===== src/design/omi_pkg.sv =====
// Shared types and constants of the periodic-box geometry unit.
// No dependencies; every design module imports this package.
package omi_pkg;

  localparam int COORD_BITS    = 32;
  localparam int FRAC_BITS_DEF = 16;
  localparam int BOX_W         = 31;
  localparam int RECIP_W       = 32;
  localparam int NUM_AXES      = 3;
  localparam int CMD_W         = 2;
  localparam int CFG_DATA_W    = 32;
  localparam int CFG_IDX_W     = 3;
  localparam int NUM_STAGES    = 7;

  localparam logic [BOX_W-1:0]    BOX_RST      = BOX_W'(32'h0001_0000);
  localparam logic [RECIP_W-1:0]  RECIP_RST    = '1;
  localparam logic [NUM_AXES-1:0] PERIODIC_RST = '1;

  localparam logic signed [COORD_BITS-1:0] COORD_MAX = {1'b0, {(COORD_BITS-1){1'b1}}};
  localparam logic signed [COORD_BITS-1:0] COORD_MIN = {1'b1, {(COORD_BITS-1){1'b0}}};

  // Command codes; the unused code behaves as the outside test.
  localparam logic [CMD_W-1:0] CMD_WRAP = 2'd0;
  localparam logic [CMD_W-1:0] CMD_DIST = 2'd1;
  localparam logic [CMD_W-1:0] CMD_TEST = 2'd2;

  typedef enum logic [CFG_IDX_W-1:0] {
    CFG_BOX_X    = 3'd0,
    CFG_BOX_Y    = 3'd1,
    CFG_BOX_Z    = 3'd2,
    CFG_RECIP_X  = 3'd3,
    CFG_RECIP_Y  = 3'd4,
    CFG_RECIP_Z  = 3'd5,
    CFG_PERIODIC = 3'd6
  } cfg_reg_t;

  typedef struct packed {
    logic [CMD_W-1:0]             cmd;
    logic signed [COORD_BITS-1:0] a_x;
    logic signed [COORD_BITS-1:0] a_y;
    logic signed [COORD_BITS-1:0] a_z;
    logic signed [COORD_BITS-1:0] b_x;
    logic signed [COORD_BITS-1:0] b_y;
    logic signed [COORD_BITS-1:0] b_z;
  } in_t;

  typedef struct packed {
    logic signed [COORD_BITS-1:0] res_x;
    logic signed [COORD_BITS-1:0] res_y;
    logic signed [COORD_BITS-1:0] res_z;
    logic                         outside;
    logic                         saturated;
  } out_t;

  // Load enables of the pipeline registers, from input register to output register.
  typedef struct packed {
    logic ld_in;
    logic ld_s2;
    logic ld_s3;
    logic ld_s4;
    logic ld_s5;
    logic ld_s6;
    logic ld_out;
  } pipe_en_t;

  // Per-axis findings handed from a lane to the merging stage.
  typedef struct packed {
    logic signed [COORD_BITS-1:0] wrap_res;
    logic                         wrap_sat;
    logic signed [COORD_BITS-1:0] dist_res;
    logic                         dist_sat;
    logic                         outside;
  } lane_res_t;

endpackage


===== src/design/omi_ctrl.sv =====
// Valid/ready control of the pipeline, with the command tag riding alongside.
// Depends on omi_pkg.
module omi_ctrl import omi_pkg::*; (
  input  logic             clk,
  input  logic             rst_n,
  input  logic             in_valid,
  output logic             in_ready,
  input  logic [CMD_W-1:0] in_cmd,
  output logic             out_valid,
  input  logic             out_ready,
  output logic [CMD_W-1:0] merge_cmd,
  output pipe_en_t         en
);

  logic [NUM_STAGES-1:0] valid_r;
  logic [NUM_STAGES-1:0] valid_nxt;
  logic [NUM_STAGES-1:0] rdy;
  logic [CMD_W-1:0]      cmd_r   [NUM_STAGES-1];
  logic [CMD_W-1:0]      cmd_nxt [NUM_STAGES-1];

  // A stage may load when it is empty or its successor moves on.
  always_comb begin
    rdy[NUM_STAGES-1] = !valid_r[NUM_STAGES-1] || out_ready;
    for (int k = NUM_STAGES - 2; k >= 0; k--) begin
      rdy[k] = !valid_r[k] || rdy[k+1];
    end
  end

  always_comb begin
    valid_nxt = valid_r;
    if (rdy[0]) begin
      valid_nxt[0] = in_valid;
    end
    for (int k = 1; k < NUM_STAGES; k++) begin
      if (rdy[k]) begin
        valid_nxt[k] = valid_r[k-1];
      end
    end
  end

  always_comb begin
    for (int k = 0; k < NUM_STAGES - 1; k++) begin
      cmd_nxt[k] = cmd_r[k];
    end
    if (rdy[0]) begin
      cmd_nxt[0] = in_cmd;
    end
    for (int k = 1; k < NUM_STAGES - 1; k++) begin
      if (rdy[k]) begin
        cmd_nxt[k] = cmd_r[k-1];
      end
    end
  end

  always_ff @(posedge clk) begin
    if (!rst_n) begin
      valid_r <= '0;
    end else begin
      valid_r <= valid_nxt;
    end
  end

  always_ff @(posedge clk) begin
    cmd_r <= cmd_nxt;
  end

  assign in_ready  = rdy[0];
  assign out_valid = valid_r[NUM_STAGES-1];
  assign merge_cmd = cmd_r[NUM_STAGES-2];

  assign en.ld_in  = rdy[0];
  assign en.ld_s2  = rdy[1];
  assign en.ld_s3  = rdy[2];
  assign en.ld_s4  = rdy[3];
  assign en.ld_s5  = rdy[4];
  assign en.ld_s6  = rdy[5];
  assign en.ld_out = rdy[6];

endmodule


===== config.mk =====
export PLATFORM = sky130hd
export DESIGN_NAME = omi_ctrl
export DESIGN_NICKNAME = d
export VERILOG_FILES = /design/src/design/omi_pkg.sv /design/src/design/omi_ctrl.sv
export SDC_FILE = /design/constraint.sdc
export NUM_CORES = 1
export LEC_CHECK = 0
export BUFFER_PORTS_ARGS = -buffer_cell sky130_fd_sc_hd__clkbuf_2
export CELL_PAD_IN_SITES_DETAIL_PLACEMENT = 2
export CELL_PAD_IN_SITES_GLOBAL_PLACEMENT = 2
export CORE_UTILIZATION = 27
export CTS_CLUSTER_SIZE = 16
export DETAILED_ROUTE_END_ITERATION = 10
export PLACE_DENSITY_LB_ADDON = 0.1
export SYNTH_ARGS = -nofsm -noshare
export SYNTH_HDL_FRONTEND = slang
export SYNTH_SLANG_ARGS = --single-unit
export TNS_END_PERCENT = 10

===== constraint.sdc =====
create_clock -name clk -period 3.9 [get_ports clk]
set_input_delay 1.17 -clock clk [delete_from_list [all_inputs] [get_ports clk]]
set_output_delay 1.17 -clock clk [all_outputs]
set_load 0.01 [all_outputs]

; Word-level counts from Yosys, hierarchy flattened
; Index checks and enable logic that the tools add are counted.
[totals]
regBits = 19
wordCells = 27
input_bits = 6
[op_classes]
n_reduce_logical = 14
[op_table]
columns = operator, count
row1 = $logic_not 1->1, 7
row2 = $logic_or 1x1->1, 7

; Longest topological paths before layout
[logic_depth]
depth_word = 8
depth_mapped = 4
ltp_nobuf = 3

; Least setup slack after synthesis
; Ideal clock, no wire load.
[synth_timing]
kind = input port to output port
from = in out_ready
to = out en[6] in the netlist's numbering
slack_ns = 0.861
t_required_ns = 2.730
arrival_ns = 1.869
stages = 4
path_cell_list = nand4b_2 -> nor3_2 -> inv_1 -> buf_4
[synth_via]
elab_chain_cells = 7
[synth_rtl]
columns = item, line
row1 = start: declaration, omi_ctrl.sv:10  ; input logic out_ready,
row2 = $logic_or 1x1->1, omi_ctrl.sv:23  ; rdy[NUM_STAGES-1] = !valid_r[NUM_STAGES-1] || out_ready;
row3 = $logic_or 1x1->1 (6 in a row), omi_ctrl.sv:25  ; rdy[k] = !valid_r[k] || rdy[k+1];
row4 = end: declaration, omi_ctrl.sv:12  ; output pipe_en_t en
; Every way passes these cells.

; Worst setup path after layout
[layout_timing]
from = in out_ready
to = out in_ready
[layout_via]
elab_chain_cells = 7
[layout_rtl]
columns = item, line
row1 = $logic_or 1x1->1, omi_ctrl.sv:23
row2 = $logic_or 1x1->1 (6 in a row), omi_ctrl.sv:25
row3 = end: declaration, omi_ctrl.sv:7  ; output logic in_ready,
; Every way passes these cells.

==> run summary <==
After filler insertion, the fill cell instance count of the layout stands at 255. The largest single stage delay on the critical path is 240 ps. The final layout contains 71 nets. Prior to clock tree synthesis, the placed netlist has a worst setup slack of 700 ps. Counting every sink on the clock net gives 19. For the wire length of the first global-routing pass, the log shows 1680 µm. The category of the critical setup timing path is in2out. The period utilization came out at 81.4%. Overall die area: 0.00269 mm².

The logs give 1 for the H-tree depth and 1080 µm for the wire length after detailed routing. The total power after layout came out at 0.329 mW. The clock period could shrink to 3180 ps.

Registers take 500 µm². The run gives 74.6% as the post-synthesis sequential area ratio. Leaving out fill and tap cells, the most frequent cell in the layout is clkbuf_2. Max-cap violations in this run came to 0. The finished cells cover 791 µm². The total number of vias is 394, and the number of max-slew violations in the final report is 0. For hold timing, the worst endpoint is merge_cmd[0]. In the final routed layout, each cell accounts on average for 11.8 µm. The number of cells on the worst hold path works out to 0.

Headroom to the max-slew limit came out at 86.5%. In this run the most critical hold path is launched from cmd_r[2]. At the worst endpoint, the arrival time is 2010 ps.

The run finished with clean final reports. For this design the top-level I/O count stands at 17. The tightest min-delay check is of the reg2reg type. For the worst setup path, the data required time is 2730 ps. TritonCTS built the clock tree. In the routed design, unresolved DRC markers number 0. The share of total power in the clock network was 29.7%; the leakage power figure was 0.314 nW. From left edge to right edge, the die measures 51.8 µm. Setup violations remaining at the end of the flow were counted as 0.

Across every metal layer, demand over resource in global routing totals 9.20%. The setup TNS after final layout was 0 ps; the number of distinct standard cells referenced by the synthesized netlist was 15. On the critical path the largest part of the delay comes from simple AND/OR/NAND/NOR gates.

The area growth from synthesis to layout came out at 17.9%. The critical path goes through clkbuf_2 -> nand4b_2 -> nor3_2 -> inv_1 -> clkbuf_2. In this run the power density over the cells is 417 mW/mm². The core region is 0.00228 mm². The run gives 0 as the hold violation total from the final report.

The row count was 17. The total iterations of the first detailed-routing run was 1; the number of buffers and inverters on the critical path was 3. In the routed layout, each cell is associated on average with a via count of 4.28.

Critical path launch point type: an input pin. The sum of overflow across all layers after global routing came out at 0. Reg-to-reg startpoint: valid_r[4]. After detailed placement, the total cell area comes to 763 µm². Largest net degree at the start of global routing: 12. Summed over all nets, the switching power comes to 0.0659 mW. Timing would allow up to 315 MHz. Initial antenna violation count: 0. In this run, flip-flops and latches consume 68.0% of the power. The logs give 0 for the count of warnings emitted by yosys and 92 for the non-filler instance count after layout.

The clock passes through at most 2 buffers. STA classifies the critical path endpoint as an output port. The synthesized netlist cell count came out at 47. The logs give 290 ps for the worst-skew pair later-pin latency and 3 for the number of CTS-inserted buffers.

The per-instance average area after synthesis was 14.3 µm²; the clock-pin transition on the worst setup and hold timing paths was 100 ps. The total of hold buffers inserted after clock tree synthesis was 0. On the critical path, the stage with the largest delay is an instance of nor3_2. The number of port buffers is 16. The library cells used most frequently in the layout, excluding fill and tap cells, are 16 x clkbuf_2, 12 x edfxtp_1, 7 x dfxtp_1, 6 x nand2_1, 5 x inv_1. The run gives 0.661 as the placer congestion estimate. The logs give 0 for the number of buffers inserted to repair setup after CTS and 0 for the DRC violation total after the first TritonRoute iteration. Summing every instance area after synthesis gives 671 µm². Counting tap cells, the placed design contains a total of 88 instances.

The cell that appears most often on the critical path is clkbuf_2. The worst register-to-register path ends at cmd_r[11]. The combined area of the multi-input logic cells is 129 µm², and the worst-margin pin slew is 202 ps. The setup check on the worst reg-to-reg path leaves a slack of 2690 ps. The register bit count reported by yosys came out at 19. The number of cells on the worst reg-to-reg path is 3. The number of resized instances in the post-cts repair step came out at 0.

In the final layout, the share of cells above drive strength 1 is 35.9%. Clock tree skew after final layout: 2.02 ps. Net switching is 20.0% of the power.

The tools report the internal power contribution as 0.264 mW. The root buffer selected by CTS was clkbuf_4. Setup repair after global routing left no endpoint under its margin. Residual antenna-violating net count after detailed routing: 0. IR analysis of the VDD net gives a maximum drop of 0.176 mV. The logs give 382 for the number of global-route vias before repair and 2.4% for the combinational fraction of design power. The worst-case setup margin in the final layout is 725 ps. The tools report the synthesized net count as 53. For the number of antenna cells inserted, the log shows 0.

The largest driver fanout on the critical path came out at 4. The half-perimeter wire length after detailed placement came out at 831 µm. The starting utilization of the core area was 29.5%; the die outline height was 51.8 µm.
final cells by class:
class | instances | area share (%)
Inverter | 5 | 2.37
Clock inverter | 1 | 0.633
Clock buffer | 3 | 2.85
Multi-Input combinational cell | 20 | 16.3
Timing Repair Buffer | 16 | 10.1
Tap cell | 28 | 4.43
Sequential cell | 19 | 63.3
through the flow:
| stage | util [%] | hold slack (ps) |
|---|---|---|
| after floorplan | - | 400 |
| after global placement | 33.5 | 403 |
| after detailed placement | 33.5 | 405 |
| after CTS | 34.7 | 433 |
| after global routing | 34.7 | 440 |
| final | 34.7 | 428 |
Yosys cell counts:
master / count / share of area [%]
a21boi_1: 1 / 1.1
a21oi_1: 1 / 0.75
and3b_2: 1 / 1.5
buf_4: 3 / 3.4
dfxtp_1: 7 / 21
edfxtp_1: 12 / 54
inv_1: 5 / 2.8
nand2_1: 6 / 3.4
nand3_1: 1 / 0.75
nand4b_2: 1 / 2.2
nor2_1: 1 / 0.56
nor2b_1: 2 / 1.9
nor3_2: 1 / 1.5
o21a_1: 4 / 4.5
o31ai_1: 1 / 1.1
state kept, by name (all words and copies together), names as in the netlist:
register and count:
merge_cmd 2, cmd_r 10, valid_r 7
worst max-delay path by stage:
| stage | start | end | slack, ps | cells after the start |
|---|---|---|---|---|
| final | out_ready | in_ready | 720 | 5 |
| after global routing | out_ready | en[6] | 620 | 5 |
| after CTS | out_ready | in_ready | 690 | 5 |
| after detailed placement | out_ready | in_ready | 700 | 5 |
| after global placement | out_ready | en[6] | 710 | 5 |
| after floorplan | out_ready | en[6] | 860 | 4 |
cells by family after synthesis:
family          count (synthesis)  share of synthesized area, %
compound gates                  7                          7.46
buf+inv                         8                          6.16
flops                          19                          74.6
simple gates                   13                          11.8
per-layer routing:
metal | track usage (%) | part of all wire [%]
met5 | 0 | 0
met4 | 5.41 | 0
met2 | 14.3 | 48
met1 | 10.6 | 46
met3 | 3.51 | 6.1
power groups by stage:
| stage | clock network (mW) | logic, mW | registers, mW |
|---|---|---|---|
| 2_1_floorplan | 0 | 0.00439 | 0.228 |
| 3_3_place_gp | 0 | 0.00778 | 0.229 |
| 3_5_place_dp | 0 | 0.00801 | 0.229 |
| 4_1_cts | 0.106 | 0.00799 | 0.224 |
| 5_1_grt | 0.114 | 0.00873 | 0.225 |
| 6_report | 0.0977 | 0.00775 | 0.224 |
worst reg2reg max path, delay by kind of cell, from the launching register on:
kind,cells,cell delay [ps]
DFF,1,440
and+or+nand+nor,2,400
buffers and inverters,1,120
No activity file was read; power rests on OpenSTA's default activity.
