==> config.mk <==
export PLATFORM = sky130hd
export DESIGN_NAME = omi_lane
export DESIGN_NICKNAME = d
export VERILOG_FILES = /design/src/design/omi_pkg.sv /design/src/design/omi_lane.sv
export SDC_FILE = /design/constraint.sdc
export NUM_CORES = 2
export LEC_CHECK = 0
export BUFFER_PORTS_ARGS = -buffer_cell sky130_fd_sc_hd__buf_2
export CAP_MARGIN = 20
export CORE_ASPECT_RATIO = 1.2
export CORE_MARGIN = 2
export CORE_UTILIZATION = 50
export DETAILED_ROUTE_END_ITERATION = 10
export GPL_ROUTABILITY_DRIVEN = 0
export PLACE_DENSITY = 0.74
export SKIP_LAST_GASP = 1
export SLEW_MARGIN = 20
export SYNTH_ARGS = -nofsm -noshare
export SYNTH_HDL_FRONTEND = slang
export SYNTH_SLANG_ARGS = --single-unit
==> constraint.sdc <==
create_clock -name clk -period 14.9 [get_ports clk]
set_input_delay 0.745 -clock clk [delete_from_list [all_inputs] [get_ports clk]]
set_output_delay 0.745 -clock clk [all_outputs]
set_load 0.03 [all_outputs]
==> src/design/omi_pkg.sv <==
// Shared types and constants of the periodic-box geometry unit.
// No dependencies; every design module imports this package.
package omi_pkg;

  localparam int COORD_BITS    = 32;
  localparam int FRAC_BITS_DEF = 16;
  localparam int BOX_W         = 31;
  localparam int RECIP_W       = 32;
  localparam int NUM_AXES      = 3;
  localparam int CMD_W         = 2;
  localparam int CFG_DATA_W    = 32;
  localparam int CFG_IDX_W     = 3;
  localparam int NUM_STAGES    = 7;

  localparam logic [BOX_W-1:0]    BOX_RST      = BOX_W'(32'h0001_0000);
  localparam logic [RECIP_W-1:0]  RECIP_RST    = '1;
  localparam logic [NUM_AXES-1:0] PERIODIC_RST = '1;

  localparam logic signed [COORD_BITS-1:0] COORD_MAX = {1'b0, {(COORD_BITS-1){1'b1}}};
  localparam logic signed [COORD_BITS-1:0] COORD_MIN = {1'b1, {(COORD_BITS-1){1'b0}}};

  // Command codes; the unused code behaves as the outside test.
  localparam logic [CMD_W-1:0] CMD_WRAP = 2'd0;
  localparam logic [CMD_W-1:0] CMD_DIST = 2'd1;
  localparam logic [CMD_W-1:0] CMD_TEST = 2'd2;

  typedef enum logic [CFG_IDX_W-1:0] {
    CFG_BOX_X    = 3'd0,
    CFG_BOX_Y    = 3'd1,
    CFG_BOX_Z    = 3'd2,
    CFG_RECIP_X  = 3'd3,
    CFG_RECIP_Y  = 3'd4,
    CFG_RECIP_Z  = 3'd5,
    CFG_PERIODIC = 3'd6
  } cfg_reg_t;

  typedef struct packed {
    logic [CMD_W-1:0]             cmd;
    logic signed [COORD_BITS-1:0] a_x;
    logic signed [COORD_BITS-1:0] a_y;
    logic signed [COORD_BITS-1:0] a_z;
    logic signed [COORD_BITS-1:0] b_x;
    logic signed [COORD_BITS-1:0] b_y;
    logic signed [COORD_BITS-1:0] b_z;
  } in_t;

  typedef struct packed {
    logic signed [COORD_BITS-1:0] res_x;
    logic signed [COORD_BITS-1:0] res_y;
    logic signed [COORD_BITS-1:0] res_z;
    logic                         outside;
    logic                         saturated;
  } out_t;

  // Load enables of the pipeline registers, from input register to output register.
  typedef struct packed {
    logic ld_in;
    logic ld_s2;
    logic ld_s3;
    logic ld_s4;
    logic ld_s5;
    logic ld_s6;
    logic ld_out;
  } pipe_en_t;

  // Per-axis findings handed from a lane to the merging stage.
  typedef struct packed {
    logic signed [COORD_BITS-1:0] wrap_res;
    logic                         wrap_sat;
    logic signed [COORD_BITS-1:0] dist_res;
    logic                         dist_sat;
    logic                         outside;
  } lane_res_t;

endpackage

==> src/design/omi_lane.sv <==
// One axis of the geometry unit: wrap and minimum-image datapath over five stages.
// Depends on omi_pkg; load enables come from omi_ctrl.
module omi_lane import omi_pkg::*; #(
  parameter int FRAC_BITS = FRAC_BITS_DEF
) (
  input  logic                         clk,
  input  pipe_en_t                     en,
  input  logic signed [COORD_BITS-1:0] a,
  input  logic signed [COORD_BITS-1:0] b,
  input  logic [BOX_W-1:0]             box_len,
  input  logic [RECIP_W-1:0]           recip,
  input  logic                         periodic,
  output lane_res_t                    res
);

  localparam int CB    = COORD_BITS;
  localparam int PW    = CB + RECIP_W;
  localparam int SH    = FRAC_BITS + RECIP_W;
  localparam int SUMW  = (PW + 1 > SH + 1) ? PW + 1 : SH + 1;
  localparam int NW    = (PW + 1 > SH) ? PW + 1 - SH : 1;
  localparam int NBW   = NW + BOX_W;
  localparam int LIM_W = (NBW > 63) ? NBW : 63;
  localparam int NBK   = (NBW < 63) ? NBW : 63;
  localparam int RW    = ((CB > NBK) ? CB : NBK) + 1;
  localparam int HW    = (CB + 1 > BOX_W) ? CB + 1 : BOX_W;
  localparam int DW    = (CB + 2 > BOX_W + 2) ? CB + 2 : BOX_W + 2;

  localparam logic [SUMW-1:0]  RND_BIAS = SUMW'(1) << (SH - 1);
  localparam logic [LIM_W-1:0] NB_LIMIT = LIM_W'(1) << 62;

  // Stage 2: magnitude, half-box test, raw difference.
  logic [CB-1:0]        mag;
  logic                 gt_half;
  logic signed [CB:0]   diff;
  logic [CB-1:0]        m2_r;
  logic                 neg2_r, wen2_r, out2_r;
  logic signed [CB:0]   d2_r;

  always_comb begin
    mag     = a[CB-1] ? ((~unsigned'(a)) + CB'(1)) : unsigned'(a);
    gt_half = HW'({mag, 1'b0}) > HW'(box_len);
    diff    = {a[CB-1], a} - {b[CB-1], b};
  end

  always_ff @(posedge clk) begin
    if (en.ld_s2) begin
      m2_r   <= mag;
      neg2_r <= a[CB-1];
      wen2_r <= periodic && gt_half;
      out2_r <= gt_half;
      d2_r   <= diff;
    end
  end

  // Stage 3: magnitude times reciprocal; one box length of correction on the difference.
  logic signed [DW-1:0] d_ext, two_d, box_s, d_adj;
  logic [PW-1:0]        prod_mr;
  logic [PW-1:0]        p3_r;
  logic [CB-1:0]        m3_r;
  logic                 neg3_r, wen3_r, out3_r;
  logic signed [DW-1:0] dadj3_r;

  always_comb begin
    d_ext   = DW'(d2_r);
    two_d   = d_ext <<< 1;
    box_s   = signed'(DW'(box_len));
    prod_mr = PW'(m2_r) * PW'(recip);
    if (periodic && (two_d > box_s)) begin
      d_adj = d_ext - box_s;
    end else if (periodic && (two_d < -box_s)) begin
      d_adj = d_ext + box_s;
    end else begin
      d_adj = d_ext;
    end
  end

  always_ff @(posedge clk) begin
    if (en.ld_s3) begin
      p3_r    <= prod_mr;
      m3_r    <= m2_r;
      neg3_r  <= neg2_r;
      wen3_r  <= wen2_r;
      out3_r  <= out2_r;
      dadj3_r <= d_adj;
    end
  end

  // Stage 4: round the box count half up; clip the difference.
  logic [SUMW-1:0]      rnd_sum;
  logic [NW-1:0]        n_cnt;
  logic signed [CB-1:0] d_clip;
  logic                 d_sat;
  logic [NW-1:0]        n4_r;
  logic [CB-1:0]        m4_r;
  logic                 neg4_r, wen4_r, out4_r;
  logic signed [CB-1:0] dres4_r;
  logic                 dsat4_r;

  always_comb begin
    rnd_sum = SUMW'(p3_r) + RND_BIAS;
    n_cnt   = NW'(rnd_sum >> SH);
    if (dadj3_r > DW'(COORD_MAX)) begin
      d_clip = COORD_MAX;
      d_sat  = 1'b1;
    end else if (dadj3_r < DW'(COORD_MIN)) begin
      d_clip = COORD_MIN;
      d_sat  = 1'b1;
    end else begin
      d_clip = dadj3_r[CB-1:0];
      d_sat  = 1'b0;
    end
  end

  always_ff @(posedge clk) begin
    if (en.ld_s4) begin
      n4_r    <= n_cnt;
      m4_r    <= m3_r;
      neg4_r  <= neg3_r;
      wen4_r  <= wen3_r;
      out4_r  <= out3_r;
      dres4_r <= d_clip;
      dsat4_r <= d_sat;
    end
  end

  // Stage 5: whole box lengths to remove, held at the limit when huge.
  logic [NBW-1:0]       prod_nb;
  logic [LIM_W-1:0]     prod_ext;
  logic [NBK-1:0]       nb;
  logic [NBK-1:0]       nb5_r;
  logic [CB-1:0]        m5_r;
  logic                 neg5_r, out5_r;
  logic signed [CB-1:0] dres5_r;
  logic                 dsat5_r;

  always_comb begin
    prod_nb  = NBW'(n4_r) * NBW'(box_len);
    prod_ext = LIM_W'(prod_nb);
    if (!wen4_r) begin
      nb = '0;
    end else if (prod_ext > NB_LIMIT) begin
      nb = NB_LIMIT[NBK-1:0];
    end else begin
      nb = prod_ext[NBK-1:0];
    end
  end

  always_ff @(posedge clk) begin
    if (en.ld_s5) begin
      nb5_r   <= nb;
      m5_r    <= m4_r;
      neg5_r  <= neg4_r;
      out5_r  <= out4_r;
      dres5_r <= dres4_r;
      dsat5_r <= dsat4_r;
    end
  end

  // Stage 6: subtract, restore the sign, clip.
  logic signed [RW-1:0] r_mag, r_sgn;
  lane_res_t            res_nxt;
  lane_res_t            res_r;

  always_comb begin
    r_mag   = $signed(RW'(m5_r)) - $signed(RW'(nb5_r));
    r_sgn   = neg5_r ? -r_mag : r_mag;
    res_nxt = '0;
    if (r_sgn > RW'(COORD_MAX)) begin
      res_nxt.wrap_res = COORD_MAX;
      res_nxt.wrap_sat = 1'b1;
    end else if (r_sgn < RW'(COORD_MIN)) begin
      res_nxt.wrap_res = COORD_MIN;
      res_nxt.wrap_sat = 1'b1;
    end else begin
      res_nxt.wrap_res = r_sgn[CB-1:0];
      res_nxt.wrap_sat = 1'b0;
    end
    res_nxt.dist_res = dres5_r;
    res_nxt.dist_sat = dsat5_r;
    res_nxt.outside  = out5_r;
  end

  always_ff @(posedge clk) begin
    if (en.ld_s6) begin
      res_r <= res_nxt;
    end
  end

  assign res = res_r;

endmodule

# Word level (Yosys, flattened, before mapping)
# Cells that the tools add are included.
dict set report totals {
  register_bits 468
  out_inout_bits 67
}
dict set report classes {
  addsub 8
  n_mul 2
  order_cmp 8
  muxes 7
  n_bitwise 2
  n_reduce_logical 4
}
# operator count
set op_table {}
lappend op_table {{$mux W34} 2}
lappend op_table {{$add A64 B48 Y65 const B} 1}
lappend op_table {{$mul A32 B32 Y64} 1}
lappend op_table {{$mux W32} 2}
lappend op_table {{$gt A48 B63 Y1 const B} 1}
lappend op_table {{$gt A49 B32 Y1 const B} 1}
lappend op_table {{$lt A49 B32 Y1 const B} 1}
lappend op_table {{$mux W49} 1}
lappend op_table {{$neg A49 Y49} 1}
lappend op_table {{$sub A32 B48 Y49} 1}
lappend op_table {{$mul A17 B31 Y48} 1}
lappend op_table {{$add A33 B32 Y34} 1}
lappend op_table {{$gt A34 B32 Y1} 1}
lappend op_table {{$gt A34 B32 Y1 const B} 1}
lappend op_table {{$lt A34 B32 Y1 const B} 1}
lappend op_table {{$lt A34 B34 Y1} 1}
lappend op_table {{$neg A31 Y34} 1}
lappend op_table {{$sub A33 B32 Y34} 1}
lappend op_table {{$gt A33 B31 Y1} 1}
lappend op_table {{$mux W33} 1}
lappend op_table {{$sub A32 B32 Y33} 1}
lappend op_table {{$add A32 B1 Y32 const B} 1}
lappend op_table {{$not A32 Y32} 1}
lappend op_table {{$logic_and A1 B1 Y1} 3}
lappend op_table {{3 further kinds} 3}

# Logic depth before layout (Yosys ltp)
dict set report logic_depth {
  ltp_word 5
  ltp_mapped 32
  depth_no_buf 30
}

# Least setup slack after synthesis
# Ideal clock, no wire load.
dict set report synth_path {
  path_type {input port to flip-flop}
  from {in recip[2]}
  to {reg p3_r[63] (data pin)}
  setup_time_ns 0.260
  t_arrival_ns 7.621
  t_required_ns 14.640
  setup_slack_ns 7.020
  path_stages 28
  path_buffers 1
  path_cell_list {clkbuf_1 > nand2_1 > fa_1 > inv_1 > fa_1 > inv_1 > fa_1 > fa_1 > inv_1 > fa_1 > fa_1 > fa_1 > fa_1 > ha_1 > a21o_1 > a21o_1 > a21oi_1 > nor2b_1 > o21ai_0 > a211oi_1 > a2111oi_0 > nand2_1 > o211ai_1 > nand3_1 > o211ai_1 > nand3_1 > a31oi_1 > xnor2_1}
}
dict set report synth_via {
  elab_chain_len 1
}
# element line_no
set synth_rtl {}
lappend synth_rtl {{start, declared} omi_lane.sv:11} ;# input logic [RECIP_W-1:0] recip,
lappend synth_rtl {{$mul A32 B32 Y64} omi_lane.sv:67} ;# prod_mr = PW'(m2_r) * PW'(recip);
lappend synth_rtl {{via prod_mr[63]} omi_lane.sv:57} ;# logic [PW-1:0] prod_mr;
lappend synth_rtl {{end signal, assigned} omi_lane.sv:79} ;# p3_r <= prod_mr;
lappend synth_rtl {{end, declared} omi_lane.sv:58} ;# logic [PW-1:0] p3_r;
# The timed path passes the listed nets, and every way through them passes these cells.
# A chain may end at the register's enable or synchronous reset.

# Final worst setup path
dict set report layout_path {
  from {reg m2_r[10]}
  to {reg p3_r[62] (data pin)}
}
dict set report layout_via {
  elab_chain_len 1
}
# element line_no
set layout_rtl {}
lappend layout_rtl {{start, declared} omi_lane.sv:35} ;# logic [CB-1:0] m2_r;
lappend layout_rtl {{start signal, assigned} omi_lane.sv:47} ;# m2_r <= mag;
lappend layout_rtl {{$mul A32 B32 Y64} omi_lane.sv:67}
lappend layout_rtl {{via prod_mr[62]} omi_lane.sv:57}
# The timed path passes the listed nets, and every way through them passes these cells.

==> results.toml <==
[grt]
groute.usage.overall = 0.272
grt_start_max_net_pins = 78
via_count_of_the_first_global_routing_pass = 59800
grt_first_pass_wirelength_um = 321000
gr-total-overflow = 0
grt_antenna_before_repair = 9

[worst_setup_path]
critical_path.slowest_cell = "sky130_fd_sc_hd__a2111oi_0"
reg2reg_depth = 28
regToRegSetupSlack_ps = 5930
critical_path.reg2reg.endpoint = "p3_r[62]$_DFFE_PP_"
critical_path.startpoint = "m2_r[10]$_DFFE_PP_"
timing_worst_setup_path_type = "reg2reg"
timing.critical_path.from_type = "flop"
crit_path_arrival_time_ps = 9350
timing.critical_path.fanout_max = 33
endpoint_kind = "flop"
worst_ep_required_time_ps = 15280
critPathMostFrequentCell = "sky130_fd_sc_hd__fa_1"
timing.rr.start = "m2_r[10]$_DFFE_PP_"
critPathMaxStageDelay_ps = 740

[flow_run]
cap_violations = 0

[timing]
final-setup-viol-count = 0
final_period_minus_worst_setup_slack_ps = 8970
finalClockSkew_ps = 49.9
max_slew_margin = 0.247
final.period_utilization = 0.602
tightestPinTransition_ps = 1120
timing_hold_violations_final = 0
rsz_0062_raised_after_global_routing = "false"
finalSetupTns_ps = 0
slew_viol_final = 0
fmax_mhz = 111

[synthesis]
synth.net_count = 9808
ys_ff_latch = 421
distinct_cell_type_count_of_the_synthesized_netlist = 88
post_synth_main_area_contributors = "sky130_fd_sc_hd__fa_1, sky130_fd_sc_hd__edfxtp_1, sky130_fd_sc_hd__ha_1, sky130_fd_sc_hd__inv_1, sky130_fd_sc_hd__and2_1"
postSynthCellCount = 7736
synth_top_area_cell = "sky130_fd_sc_hd__fa_1"
synth-edff-count = 421
synth.yosys.seq_area_share = 0.171
netlist_area_um2 = 73700
synth-async-reset-ratio = 0
post_synth.cell_area_avg_um2 = 9.53
synth_warnings = 0
postSynth.topFlopCell = "sky130_fd_sc_hd__edfxtp_1"
synth_top_area_share = 0.362

[final_layout]
finalNetCount = 9736
final_design_area_no_fill_um2 = 77700
final_core_utilization = 0.530
drive_gt1_frac = 0.0517
layout-area-overhead-vs-synth_pct = 5.40

[drt]
remaining_drc_errors = 0
remaining_number_of_nets_flagged_by_the_antenna_check_after_routing = 0
route.detailed.vias_per_inst = 5.77
num_vias = 55700
wirelength_um = 201000
dr.pass1.iters = 8
initialDrtViolationCount = 4325
avgRoutedWirePerCell_um = 20.9

[min_path]
timing.hold.worst.start = "dres5_r[30]$_DFFE_PP_"
timing.hold.worst.class = "reg2reg"
hold_end = "res[32]$_DFFE_PP_"
hold-path-cell-count = 0

[cts]
cts_num_sinks = 421
cts_hold_repair_buffers = 0
cts_root_buf = "sky130_fd_sc_hd__clkbuf_16"
cts_inserted_buffers = 41
h-tree-depth = 2
clock_tree_from_tritoncts = "done"
postCtsSetupBuffers = 0
path_clk_slew_ps = 70
post_cts_resize_count = 0
clk_latency_ps = 640
max-clock-path-buffers = 3

[floorplanning]
core_area_um2 = 147000
rows = 154
initial_core_utilization = 0.503
dieHeight_um = 425
floorplan.io_pins = 203
die_area_um2 = 151000
chipWidth_um = 355

[run_status]
status = "completed"

[placement]
port-buffer-count = 200
post-dp-hpwl_um = 149000
placement.cell_area_um2 = 76300
[Yosys cell counts, types with 8 or more instances]
master / instances
sky130_fd_sc_hd__inv_1: 1440
sky130_fd_sc_hd__fa_1: 1333
sky130_fd_sc_hd__nand2_1: 976
sky130_fd_sc_hd__and2_1: 792
sky130_fd_sc_hd__ha_1: 603
sky130_fd_sc_hd__edfxtp_1: 421
sky130_fd_sc_hd__clkbuf_1: 359
sky130_fd_sc_hd__nor2_1: 247
sky130_fd_sc_hd__a21oi_1: 200
sky130_fd_sc_hd__o21ai_0: 152
sky130_fd_sc_hd__xnor2_1: 152
sky130_fd_sc_hd__a21o_1: 96
sky130_fd_sc_hd__nand3_1: 80
sky130_fd_sc_hd__xor2_1: 61
sky130_fd_sc_hd__nor3_1: 59
sky130_fd_sc_hd__nor2b_1: 51
sky130_fd_sc_hd__nand2b_1: 49
sky130_fd_sc_hd__nand4_1: 47
sky130_fd_sc_hd__and3_1: 43
sky130_fd_sc_hd__o21a_1: 41
sky130_fd_sc_hd__o21bai_1: 40
sky130_fd_sc_hd__o21ai_1: 39
sky130_fd_sc_hd__o22ai_1: 35
sky130_fd_sc_hd__nor4_1: 31
sky130_fd_sc_hd__o211ai_1: 28
sky130_fd_sc_hd__a211oi_1: 26
sky130_fd_sc_hd__o31ai_1: 26
sky130_fd_sc_hd__or3_1: 26
sky130_fd_sc_hd__or2_2: 24
sky130_fd_sc_hd__a22oi_1: 18
sky130_fd_sc_hd__a31oi_1: 17
sky130_fd_sc_hd__o41ai_1: 13
sky130_fd_sc_hd__o31a_1: 11
sky130_fd_sc_hd__buf_1: 10
sky130_fd_sc_hd__or4_1: 10
sky130_fd_sc_hd__a211o_1: 9
sky130_fd_sc_hd__buf_2: 9
sky130_fd_sc_hd__nor3b_1: 9
sky130_fd_sc_hd__a21boi_0: 8
[logic make-up after synthesis]
family | share of synthesized area
simple gates | 0.168
flops | 0.171
buf+inv | 0.0933
xor+xnor | 0.0253
compound gates | 0.0770
mux | 0.00129
fa+ha+maj | 0.464
[registers in the layout, indices dropped and copies added (netlist names), 17 cells and up]
register and count:
res 67, nb5_r 48, dadj3_r 34, d2_r 33
dres4_r 32, dres5_r 32, m2_r 32, m3_r 32
m4_r 32, m5_r 32, n4_r 17, p3_r 17
[metrics by stage]
stage / hold WS (ps) / instances / setup WS [ps]
floorplan: 400 / 7736 / 7020
global placement: 401 / 9571 / 5650
detailed placement: 405 / 9571 / 5520
CTS: 411 / 9644 / 6060
global route: 412 / 9647 / 5520
finish: 411 / 9651 / 5930
[final cells by class]
class	instances	area [um^2]
antenna	7	17.5
clock buffer	45	1060
clock inverter	28	377
fill	12800	68900
inverter	1441	5410
multi-input combinational	5491	54300
sequential	421	12600
tap	1950	2440
timing repair buffer	268	1520
[cell usage in the layout (no fill, tap or decap), types with 43 or more instances in the layout]
cell and n:
sky130_fd_sc_hd__and2_1 792, sky130_fd_sc_hd__edfxtp_1 421, sky130_fd_sc_hd__buf_2 196, sky130_fd_sc_hd__nand4_1 47, sky130_fd_sc_hd__inv_1 1440, sky130_fd_sc_hd__fa_1 1333, sky130_fd_sc_hd__a21oi_1 200, sky130_fd_sc_hd__nand3_1 80
sky130_fd_sc_hd__nor2b_1 51, sky130_fd_sc_hd__and3_1 43, sky130_fd_sc_hd__nor2_1 246, sky130_fd_sc_hd__nor3_1 59, sky130_fd_sc_hd__xor2_1 61, sky130_fd_sc_hd__nand2_1 976, sky130_fd_sc_hd__xnor2_1 152, sky130_fd_sc_hd__buf_4 72
sky130_fd_sc_hd__nand2b_1 49, sky130_fd_sc_hd__o21ai_0 152, sky130_fd_sc_hd__ha_1 603, sky130_fd_sc_hd__a21o_1 96
[per-layer routing]
metal / global-route usage / part of all wire / up-vias
li1: - / - / 24100
met1: 0.319 / 0.36 / 28100
met2: 0.476 / 0.50 / 2730
met3: 0.0440 / 0.085 / 816
met4: 0.150 / 0.064 / 12
met5: 0 / 0.00034 / -
[how the worst max path moves through the flow]
stage                                     to  slack (ps)  cells past startpoint
final                     p3_r[62]$_DFFE_PP_        5930                     28
after global routing      p3_r[62]$_DFFE_PP_        5520                     28
after CTS                 p3_r[63]$_DFFE_PP_        6060                     28
after detailed placement  p3_r[63]$_DFFE_PP_        5520                     26
after global placement    p3_r[63]$_DFFE_PP_        5650                     26
after floorplan           p3_r[63]$_DFFE_PP_        7020                     28
[worst max-delay path: cells and delay by family, from the launching register on]
| family | cells | cell delay (ps) |
|---|---|---|
| DFF | 1 | 450 |
| and+or+nand+nor | 5 | 830 |
| buffers and inverters | 5 | 570 |
| xor gates and xnor gates | 1 | 70 |
| AOI/OAI and AO/OA | 8 | 2410 |
| adders and majority gates | 9 | 4330 |
Power is left out: the tool's default activity adds up to more than one toggle a clock period on the data nets, which glitch-free logic cannot reach.
