**src/design/omi_pkg.sv**
```systemverilog
// Shared types and constants of the periodic-box geometry unit.
// No dependencies; every design module imports this package.
package omi_pkg;

  localparam int COORD_BITS    = 32;
  localparam int FRAC_BITS_DEF = 16;
  localparam int BOX_W         = 31;
  localparam int RECIP_W       = 32;
  localparam int NUM_AXES      = 3;
  localparam int CMD_W         = 2;
  localparam int CFG_DATA_W    = 32;
  localparam int CFG_IDX_W     = 3;
  localparam int NUM_STAGES    = 7;

  localparam logic [BOX_W-1:0]    BOX_RST      = BOX_W'(32'h0001_0000);
  localparam logic [RECIP_W-1:0]  RECIP_RST    = '1;
  localparam logic [NUM_AXES-1:0] PERIODIC_RST = '1;

  localparam logic signed [COORD_BITS-1:0] COORD_MAX = {1'b0, {(COORD_BITS-1){1'b1}}};
  localparam logic signed [COORD_BITS-1:0] COORD_MIN = {1'b1, {(COORD_BITS-1){1'b0}}};

  // Command codes; the unused code behaves as the outside test.
  localparam logic [CMD_W-1:0] CMD_WRAP = 2'd0;
  localparam logic [CMD_W-1:0] CMD_DIST = 2'd1;
  localparam logic [CMD_W-1:0] CMD_TEST = 2'd2;

  typedef enum logic [CFG_IDX_W-1:0] {
    CFG_BOX_X    = 3'd0,
    CFG_BOX_Y    = 3'd1,
    CFG_BOX_Z    = 3'd2,
    CFG_RECIP_X  = 3'd3,
    CFG_RECIP_Y  = 3'd4,
    CFG_RECIP_Z  = 3'd5,
    CFG_PERIODIC = 3'd6
  } cfg_reg_t;

  typedef struct packed {
    logic [CMD_W-1:0]             cmd;
    logic signed [COORD_BITS-1:0] a_x;
    logic signed [COORD_BITS-1:0] a_y;
    logic signed [COORD_BITS-1:0] a_z;
    logic signed [COORD_BITS-1:0] b_x;
    logic signed [COORD_BITS-1:0] b_y;
    logic signed [COORD_BITS-1:0] b_z;
  } in_t;

  typedef struct packed {
    logic signed [COORD_BITS-1:0] res_x;
    logic signed [COORD_BITS-1:0] res_y;
    logic signed [COORD_BITS-1:0] res_z;
    logic                         outside;
    logic                         saturated;
  } out_t;

  // Load enables of the pipeline registers, from input register to output register.
  typedef struct packed {
    logic ld_in;
    logic ld_s2;
    logic ld_s3;
    logic ld_s4;
    logic ld_s5;
    logic ld_s6;
    logic ld_out;
  } pipe_en_t;

  // Per-axis findings handed from a lane to the merging stage.
  typedef struct packed {
    logic signed [COORD_BITS-1:0] wrap_res;
    logic                         wrap_sat;
    logic signed [COORD_BITS-1:0] dist_res;
    logic                         dist_sat;
    logic                         outside;
  } lane_res_t;

endpackage

```
**src/design/omi_merge.sv**
```systemverilog
// Merging stage: picks each lane's result by command and folds the flags.
// Depends on omi_pkg; holds the output register of the top level's result channel.
module omi_merge import omi_pkg::*; (
  input  logic             clk,
  input  pipe_en_t         en,
  input  logic [CMD_W-1:0] cmd,
  input  lane_res_t        lane_res [NUM_AXES],
  output out_t             out_data
);

  logic signed [COORD_BITS-1:0] comp [NUM_AXES];
  logic                         sat;
  logic                         outside;
  out_t                         out_nxt;
  out_t                         out_r;

  always_comb begin
    sat     = 1'b0;
    outside = 1'b0;
    for (int i = 0; i < NUM_AXES; i++) begin
      outside = outside | lane_res[i].outside;
      case (cmd)
        CMD_WRAP: begin
          comp[i] = lane_res[i].wrap_res;
          sat     = sat | lane_res[i].wrap_sat;
        end
        CMD_DIST: begin
          comp[i] = lane_res[i].dist_res;
          sat     = sat | lane_res[i].dist_sat;
        end
        default: begin
          comp[i] = '0;
        end
      endcase
    end
    out_nxt.res_x     = comp[0];
    out_nxt.res_y     = comp[1];
    out_nxt.res_z     = comp[2];
    out_nxt.outside   = outside;
    out_nxt.saturated = sat;
  end

  always_ff @(posedge clk) begin
    if (en.ld_out) begin
      out_r <= out_nxt;
    end
  end

  assign out_data = out_r;

endmodule

```
**config.mk**
```make
export PLATFORM = sky130hd
export DESIGN_NAME = omi_merge
export DESIGN_NICKNAME = d
export VERILOG_FILES = /design/src/design/omi_pkg.sv /design/src/design/omi_merge.sv
export SDC_FILE = /design/constraint.sdc
export NUM_CORES = 1
export LEC_CHECK = 0
export BUFFER_PORTS_ARGS = -buffer_cell sky130_fd_sc_hd__buf_4
export CAP_MARGIN = 20
export CORE_AREA = 2 2 119 121
export CTS_BUF_LIST = sky130_fd_sc_hd__clkbuf_8
export DETAILED_ROUTE_END_ITERATION = 8
export DIE_AREA = 0 0 121 123
export PLACE_DENSITY_LB_ADDON = 0.05
export SLEW_MARGIN = 25
export SYNTH_ARGS = -nofsm -noshare
export SYNTH_HDL_FRONTEND = slang
export SYNTH_SLANG_ARGS = --single-unit
```
**constraint.sdc**
```tcl
create_clock -name clk -period 1.6 [get_ports clk]
set_clock_uncertainty 0.1 [all_clocks]
set_input_delay 0.24 -clock clk [delete_from_list [all_inputs] [get_ports clk]]
set_output_delay 0.24 -clock clk [all_outputs]
set_load 0.01 [all_outputs]
```
* Word-level counts from Yosys, hierarchy flattened *
Cells that the tools add are included.

storage, ports and cells
  register bits = 98
  input port bits = 211
  word-level logic and storage cells = 19

operators by class
  equality and inequality tests = 1
  muxes and demuxes = 6
  bitwise gates (word level) = 6
  reductions and logical operators = 1

operator list
  operator            number
  $pmux 32 s2         3
  $or 1x1->1          6
  $pmux 1 s2          3
  $eq 2x1->1 const B  1
  $logic_not 2->1     1

* Logic depth before layout (Yosys ltp) *
Gate-level depths: netlist (run 1).

  depth after elaboration = 6
  gate-level depth with buffers = 5
  depth with buffers taken out = 2

* Worst setup path before layout (run 1) *
Ideal clock, no wire load.

  path type = input to register
  start = in cmd[0]
  end = reg out_r, in the netlist out_data[82] (data pin)
  arrival = 881 ps
  required time = 1,234 ps
  slack = 353 ps
  cell stages on the path = 5
  path buffers = 3
  path through = buf_4 buf_6 buf_8 mux2i_1 nor2_1

RTL lines
  item                  RTL line         text
  start, declared       omi_merge.sv:6   input logic [CMD_W-1:0] cmd,
  end signal, assigned  omi_merge.sv:45  out_r <= out_nxt;
  end, declared         omi_merge.sv:15  out_t out_r;

* Worst setup path in the final report (run 1) *
  start = reg out_r, in the netlist out_data[18]
  end = out out_data[18] (netlist name)

RTL lines
  item           RTL line        text
  end, declared  omi_merge.sv:8  output out_t out_data

No word-level cell between the ends.

==> results.cfg, run 1 <==
[critical_path]
timing.critical_path.arrival_ns = 0.93
crit_path_max_fanout = 1
start_kind = flip-flop
critical_path.cell_chain = buf_4
setup.worst_path.end_class = primary output
slowest_stage_delay_cp_ns = 0.40
critical_path.slowest_cell = sky130_fd_sc_hd__edfxtp_1
critPathKind = flip-flop to primary output
critical_path.n_buffers_inverters = 1
crit_required_ns = 1.26
cp_top_family = flip-flops

[timing]
hold_slack_ns = 0.02769
post-route-min-period_ns = 1.269
timing.max_slew.rel_slack_pct = 75.60
setup_viol_count_final = 0
final_min_period_over_clock_period_pct = 79.34
finalHoldViolations = 0
maxSlewViolCount = 0
final.setup.tns_ns = 0
maxClockFrequency_mhz = 787.8
rsz0062_at_grt = false
worst_pin_slew_ns = 0.3558

[global_routing]
grt_antenna_before_repair = 0
number_of_global_route_vias_before_repair = 3531
grt_start_max_net_pins = 64
grt_first_pass_wirelength_um = 17840
gr-usage-all-layers_pct = 16.10
grt_overflow = 0

[placement]
dpl_cell_area_mm2 = 0.007036
buffer_ports.inserted = 302
gp_routability_congestion = 0.7590
post-dp-hpwl_um = 9597

[finish]
nNetsFinal = 835
area_delta_synth_final_pct = 63.16
layout-drive-gt1-share_pct = 52.78
layout.cell_area.non_filler_mm2 = 0.007243
largest_register_ff_count = 98
antenna_cell_count = 0

[cts]
max_h_tree_level = 3
cts_root_buffer = sky130_fd_sc_hd__clkbuf_8
path_clk_slew_ns = 0.09
postCtsResizedCells = 0
post-cts-setup-buffer-count = 0
cts_made_buffers = 9
numClockSinks = 98
cts_hold_buffers = 0
clockBufferDepth = 2
tritoncts = done

[flow_run]
max_cap_viol_count = 0

[route]
route.detailed.wl_per_inst_um = 15.39
iteration_0_drc_count_of_the_detailed_router = 170
detailedRoute.firstPassIterationCount = 4
via_per_inst = 4.422
drc = 0
route.antenna.remaining_nets = 0
vias = 3577
routed_wirelength_um = 12450

[floorplan]
chipWidth_um = 121
fp-row-count = 43
dieArea_mm2 = 0.01488
chipHeight_um = 123
pin_count = 309
initial_utilization_pct = 32.61
coreArea_mm2 = 0.01361

[synth]
synth_cells = 316
syn_area_per_cell_um2 = 14.05
synth-seq-area-share_pct = 66.29
mappedNetlistNets = 527
synth.distinct_cells = 13
yosys_warnings = 0
postSynthRegisterBits = 98
syn-cell-area_mm2 = 0.004439

[pwr]
vdd_drop_max_v = 0.0004284
pwr_dens_mw_per_mm2 = 845.4
total_leakage_power_uw = 0.003384

[outcome]
run_status = complete, no violations

[worst_hold_path]
worst_hold_path_type = input pin to flip-flop
cells by family after synthesis:
family / count (synthesis) / synth area share [%]
and+or+nand+nor: 100 / 8.709
DFF: 98 / 66.29
muxes: 96 / 21.65
buffers and inverters: 22 / 3.354
Yosys cell counts:
master | instances | area (µm²)
sky130_fd_sc_hd__mux2i_1 | 96 | 960.9
sky130_fd_sc_hd__nor4b_1 | 1 | 8.760
sky130_fd_sc_hd__buf_6 | 1 | 11.26
sky130_fd_sc_hd__buf_1 | 1 | 3.750
sky130_fd_sc_hd__clkbuf_1 | 7 | 26.28
sky130_fd_sc_hd__buf_4 | 9 | 67.56
sky130_fd_sc_hd__nor2_1 | 96 | 360.4
sky130_fd_sc_hd__nor4_1 | 1 | 6.260
sky130_fd_sc_hd__edfxtp_1 | 98 | 2943
sky130_fd_sc_hd__nor3_1 | 1 | 5.000
sky130_fd_sc_hd__or3_1 | 1 | 6.260
sky130_fd_sc_hd__buf_2 | 2 | 10.01
sky130_fd_sc_hd__buf_8 | 2 | 30.03
final timing paths:
path	startpoint	end	slack (ns)	cells after the start
max	out_data[18]$_DFFE_PP_	out_data[18]	0.33	1
min	lane_res[0]	out_data[1]$_DFFE_PP_	0.03	2
layout by cell type (no fill, tap or decap):
cell	n
sky130_fd_sc_hd__nor4b_1	1
sky130_fd_sc_hd__clkbuf_8	9
sky130_fd_sc_hd__clkinv_1	3
sky130_fd_sc_hd__nor2_1	96
sky130_fd_sc_hd__or3_1	1
sky130_fd_sc_hd__nor4_1	1
sky130_fd_sc_hd__clkinv_2	1
sky130_fd_sc_hd__buf_12	10
sky130_fd_sc_hd__bufinv_16	2
sky130_fd_sc_hd__nor3_1	1
sky130_fd_sc_hd__mux2i_1	96
sky130_fd_sc_hd__clkinvlp_4	1
sky130_fd_sc_hd__buf_4	309
sky130_fd_sc_hd__edfxtp_1	98
through the flow:
step	power, µW	instances	util, %	worst slack [ns]
global placement	4499	793	51.69	0.1821
global route	6398	809	53.21	0.2845
CTS	6215	809	53.21	0.2823
detailed placement	4508	793	51.69	0.1773
floorplan	3625	316	-	0.3528
finish	6124	809	53.21	0.3306
area by class of cell:
type                    count  area (µm²)
flip-flops and latches     98        2943
multi-input cells         196        1348
clock inverters             7       83.83
clock buffers               9       123.9
repair buffers            319        2520
well taps                 180       225.2
fillers                  1205        6369
metal layers:
layer | global-route usage (%) | up-vias | wire (µm)
met3 | 6.827 | 18 | 1507
met5 | 0 | - | 0
met2 | 28.16 | 186 | 6310
met4 | 7.485 | 0 | 301
li1 | - | 1755 | -
met1 | 16.78 | 1618 | 4335
report_power, final:
group | total [µW] | internal (µW) | switching (µW)
Sequential | 3130 | 3070 | 57.6
Combinational | 1300 | 761 | 536
Clock | 1700 | 862 | 834
Note: power is estimated with default switching activity, not from simulation.
==> run 2: changes to the inputs <==
==> constraint.sdc (replaced) <==
create_clock -name clk -period 1.2 [get_ports clk]
set_clock_uncertainty 0.1 [all_clocks]
set_input_delay 0.18 -clock clk [delete_from_list [all_inputs] [get_ports clk]]
set_output_delay 0.18 -clock clk [all_outputs]
set_load 0.01 [all_outputs]
==> run 2 against run 1 <==
The flow now finishes with violations (negative setup slack). Worst setup slack worse by 0.39 ns. Global-route usage increased by 0.60 points. Design area up 5.4%. Via count rose by 2.3%. Non-clock buffer count up 12. Wire length up 5.0%. Sequential power increased by 35%. Largest cell class unchanged.
==> results.cfg, run 2 (same netlist as run 1, synthesis figures left out) <==
[outcome]
run_status = finished with violations
violations_in_the_final_reports = negative setup slack

[finish]
layout-drive-gt1-share_pct = 53.20
area_delta_synth_final_pct = 72.01
most_common_cell_after_layout_fill_and_taps_aside = sky130_fd_sc_hd__buf_4
largest_register_ff_count = 98
nNetsFinal = 847
most-common-layout-cells = sky130_fd_sc_hd__buf_4, sky130_fd_sc_hd__edfxtp_1, sky130_fd_sc_hd__mux2i_1, sky130_fd_sc_hd__nor2_1, sky130_fd_sc_hd__buf_6
antenna_cell_count = 0
layout.cell_area.non_filler_mm2 = 0.007636

[global_routing]
grt_overflow = 0
grt.busiest_layer = met2
gr-usage-met3_pct = 7.011
grt_start_max_net_pins = 43
grt_use_met2_pct = 28.69
grt.met1_usage_pct = 17.53
number_of_global_route_vias_before_repair = 3709
gr-usage-all-layers_pct = 16.70
grt_antenna_before_repair = 0
grt_first_pass_wirelength_um = 18730

[critical_path]
crit_path_max_fanout = 1
setup.worst_path.end_class = primary output
cp_top_family = flip-flops
crit_required_ns = 0.92
start_kind = flip-flop
critical_path.slowest_cell = sky130_fd_sc_hd__edfxtp_1
timing.critical_path.depth = 1
slowest_stage_delay_cp_ns = 0.47
timing.critical_path.arrival_ns = 0.98
critPathKind = flip-flop to primary output
critical_path.n_buffers_inverters = 1
crit_path_start = out_data[52]$_DFFE_PP_
cp-endpoint = out_data[52]
critical_path.cell_chain = buf_6

[timing]
rsz0062_at_grt = true
least_setup_slack_across_all_paths_after_layout_ns = -0.06278
worst_pin_slew_ns = 0.2828
setup_viol_count_final = 2
maxSlewViolCount = 0
hold_slack_ns = 0.02757
finalHoldViolations = 0
maxClockFrequency_mhz = 791.9
final_min_period_over_clock_period_pct = 105.2
timing.max_slew.rel_slack_pct = 80.88
post-route-min-period_ns = 1.263

[floorplan]
coreArea_mm2 = 0.01361
fp-row-count = 43
dieArea_mm2 = 0.01488
initial_utilization_pct = 32.61
pin_count = 309
chipWidth_um = 121
chipHeight_um = 123

[placement]
dpl_cell_area_mm2 = 0.007128
post-dp-hpwl_um = 10320
gp_routability_congestion = 0.7533
buffer_ports.inserted = 302

[pwr]
totalPowerFinal_uw = 8172
vdd_drop_max_v = 0.0004571
total_leakage_power_uw = 0.003536
pwr_dens_mw_per_mm2 = 1070

[route]
route.detailed.wl_per_inst_um = 15.92
via_per_inst = 4.457
route.antenna.remaining_nets = 0
vias = 3659
iteration_0_drc_count_of_the_detailed_router = 107
drc = 0
routed_wirelength_um = 13070
detailedRoute.firstPassIterationCount = 4

[cts]
cts_root_buffer = sky130_fd_sc_hd__clkbuf_8
numClockSinks = 98
cts_made_buffers = 9
max_h_tree_level = 3
path_clk_slew_ns = 0.09
tritoncts = done
clockBufferDepth = 2

[flow_run]
max_cap_viol_count = 0

[worst_hold_path]
hold_path_startpoint = lane_res[44]
timing.hold.worst_path_depth = 3
worst_hold_path_type = input pin to flip-flop
run 2: cell count changes in the layout (fill, tap and decap cells not counted), moves of 2 or more:
cell	delta
sky130_fd_sc_hd__buf_12	+2
sky130_fd_sc_hd__buf_6	+78
sky130_fd_sc_hd__buf_4	-71
sky130_fd_sc_hd__dlygate4sd3_1	+3
run 2: cell type report:
cell class | count | area [µm²]
clock buffers | 9 | 123.9
multi-input cells | 196 | 1348
fillers | 1222 | 5976
well taps | 180 | 225.2
clock inverters | 7 | 61.31
flip-flops and latches | 98 | 2943
repair buffers | 331 | 2935
run 2: power breakdown:
part	switching, µW	internal (µW)
Combinational	725	1180
Sequential	122	4100
Clock	1100	939
run 2: through the flow:
step	std cells	utilization [%]	worst slack (ns)	setup TNS, ns
2_1_floorplan	316	-	0.01283	0
3_3_place_gp	802	52.37	-0.1192	-2.032
3_5_place_dp	802	52.37	-0.1231	-2.625
4_1_cts	821	55.02	-0.1034	-0.4574
5_1_grt	821	56.10	-0.1078	-1.137
6_report	821	56.10	-0.06278	-0.07280
run 2: worst min path at each step:
stage	endpoint
after floorplan	out_data[0]$_DFFE_PP_
after global placement	out_data[1]$_DFFE_PP_
after detailed placement	out_data[1]$_DFFE_PP_
after CTS	out_data[30]$_DFFE_PP_
after global routing	out_data[37]$_DFFE_PP_
final	out_data[11]$_DFFE_PP_
run 2: metal layers:
metal	vias to the layer above	part of all wire, %
met2	191	51
met1	1671	35
met5	-	0
met3	23	12
met4	0	2.6
li1	1774	-
run 2: what timing repair did:
item / CTS / global route
hold buffers: 3 / 0
setup endpoints to repair: 41 / 76
setup buffers: 0 / 0
resized for setup: 39 / 39
pin swaps: 0 / 0
endpoints found under the hold margin: 1 / 0
==> run 3: changes to the inputs <==
==> constraint.sdc (replaced) <==
create_clock -name clk -period 1.33 [get_ports clk]
set_clock_uncertainty 0.1 [all_clocks]
set_input_delay 0.1995 -clock clk [delete_from_list [all_inputs] [get_ports clk]]
set_output_delay 0.1995 -clock clk [all_outputs]
set_load 0.01 [all_outputs]
==> run 3 against run 2 <==
The flow now finishes without violations. First-iteration DRC count rose by 21%. Via count is 2.0% lower. Hold slack improved by 0.032 ns. Critical endpoint unchanged. Cell count decreased by 1.7%. Clock-buffer cell count stayed put. Combinational power is 18% lower. Largest power group unchanged. Worst setup slack gained 0.13 ns. Non-clock buffer count down 14. Core utilization fell by 3.1 points. Critical path depth unchanged.
==> results.cfg, run 3 (same netlist as run 1, synthesis figures left out) <==
[timing]
timing.max_slew.rel_slack_pct = 78.74
finalHoldViolations = 0
final_min_period_over_clock_period_pct = 94.77
maxClockFrequency_mhz = 793.4
final.setup.tns_ns = 0
maxSlewViolCount = 0
worst_pin_slew_ns = 0.3144
least_setup_slack_across_all_paths_after_layout_ns = 0.06952
post-route-min-period_ns = 1.260
setup_viol_count_final = 0
rsz0062_at_grt = true

[pwr]
combPwrFrac_pct = 21.9
power_switching_share_pct = 23.60
vdd_drop_max_v = 0.0004248
internal_power_uw = 5447
total_leakage_power_uw = 0.003374
p_sw_uw = 1682
totalPowerFinal_uw = 7129
clock_power_share_pct = 25.3
pwr-share-seq_pct = 52.8
pwr_dens_mw_per_mm2 = 988.8

[outcome]
run_status = complete, no violations

[critical_path]
slowest_stage_delay_cp_ns = 0.46
crit_path_start = out_data[52]$_DFFE_PP_
timing.critical_path.arrival_ns = 0.96
critical_path.n_buffers_inverters = 1
cp-endpoint = out_data[52]
critical_path.slowest_cell = sky130_fd_sc_hd__edfxtp_1
crit_path_max_fanout = 1
critical_path.cell_chain = buf_6
setup.worst_path.end_class = primary output
cp_top_family = flip-flops
timing.critical_path.depth = 1
crit_required_ns = 1.03
critPathKind = flip-flop to primary output
start_kind = flip-flop

[finish]
nNetsFinal = 833
largest_register_ff_count = 98
layout-drive-gt1-share_pct = 51.83
multiInputGateArea_mm2 = 0.001348
most_common_cell_after_layout_fill_and_taps_aside = sky130_fd_sc_hd__buf_4
final_cell_count_no_fill = 807
layout.cell_area.non_filler_mm2 = 0.007209
regArea_mm2 = 0.002943
area_delta_synth_final_pct = 62.40
fill_cells = 1251
antenna_cell_count = 0
most-common-layout-cells = sky130_fd_sc_hd__buf_4, sky130_fd_sc_hd__edfxtp_1, sky130_fd_sc_hd__mux2i_1, sky130_fd_sc_hd__nor2_1, sky130_fd_sc_hd__buf_12

[flow_run]
max_cap_viol_count = 0

[floorplan]
initial_utilization_pct = 32.61
dieArea_mm2 = 0.01488
fp-row-count = 43
pin_count = 309
chipWidth_um = 121
chipHeight_um = 123
coreArea_mm2 = 0.01361

[route]
vias = 3587
detailedRoute.firstPassIterationCount = 4
route.antenna.remaining_nets = 0
route.detailed.wl_per_inst_um = 15.82
drc = 0
routed_wirelength_um = 12770
iteration_0_drc_count_of_the_detailed_router = 130
via_per_inst = 4.445

[placement]
preCtsSetupSlack_ns = -0.04500
dpl_cell_area_mm2 = 0.006998
post-dp-hpwl_um = 9895
gp_routability_congestion = 0.7376
buffer_ports.inserted = 302
placed_cells = 788

[cts]
cts_root_buffer = sky130_fd_sc_hd__clkbuf_8
post-cts-setup-buffer-count = 0
max_h_tree_level = 3
numClockSinks = 98
clockBufferDepth = 2
tritoncts = done
path_clk_slew_ns = 0.09
cts_made_buffers = 9

[worst_hold_path]
worst_hold_path_type = input pin to flip-flop

[global_routing]
grt_antenna_before_repair = 0
grt_first_pass_wirelength_um = 18590
number_of_global_route_vias_before_repair = 3593
gr-usage-all-layers_pct = 16.43
grt_start_max_net_pins = 43
grt_overflow = 0
[run 3: final cells by class]
type | count | share of cell area [%]
Timing Repair Buffer | 317 | 34.90
Clock inverter | 7 | 0.7463
Clock buffer | 9 | 1.718
Multi-Input combinational cell | 196 | 18.69
Tap cell | 180 | 3.124
Sequential cell | 98 | 40.82
[run 3: worst min-delay path by stage]
stage | start | endpoint | slack, ns | cells after the start
floorplan | en[0] | out_data[0]$_DFFE_PP_ | 0.21 | 0
global placement | lane_res[0] | out_data[1]$_DFFE_PP_ | 0.36 | 2
detailed placement | lane_res[0] | out_data[1]$_DFFE_PP_ | 0.36 | 2
CTS | lane_res[35] | out_data[2]$_DFFE_PP_ | 0.03 | 3
global route | lane_res[189] | out_data[86]$_DFFE_PP_ | 0.04 | 3
finish | lane_res[189] | out_data[86]$_DFFE_PP_ | 0.06 | 3
[run 3: through the flow]
step | hold slack [ns] | util (%)
finish | 0.05940 | 52.96
CTS | 0.03303 | 52.94
global placement | 0.3618 | 51.41
global route | 0.03983 | 52.96
floorplan | 0.2120 | -
detailed placement | 0.3612 | 51.41
[run 3: power groups by stage]
stage | Combinational [µW] | Sequential (µW) | Clock (µW)
5_1_grt | 1680 | 3800 | 1990
4_1_cts | 1590 | 3770 | 1880
2_1_floorplan | 378 | 3980 | 0
6_report | 1560 | 3770 | 1800
3_3_place_gp | 1560 | 3830 | 0
3_5_place_dp | 1580 | 3840 | 0
[run 3: per-layer routing]
metal / GRT usage, % / part of all wire, % / vias to the layer above
li1: - / - / 1742
met1: 17.40 / 35 / 1635
met2: 28.90 / 50 / 194
met3: 7.518 / 13 / 16
met4: 5.741 / 2.1 / 0
met5: 0 / 0 / -
[run 3: what timing repair did]
item                                    in CTS  in global routing
endpoints found under the setup margin       0                  1
hold buffers                                 3                  0
resized for setup                            0                  1
hold endpoints to repair                     1                  0
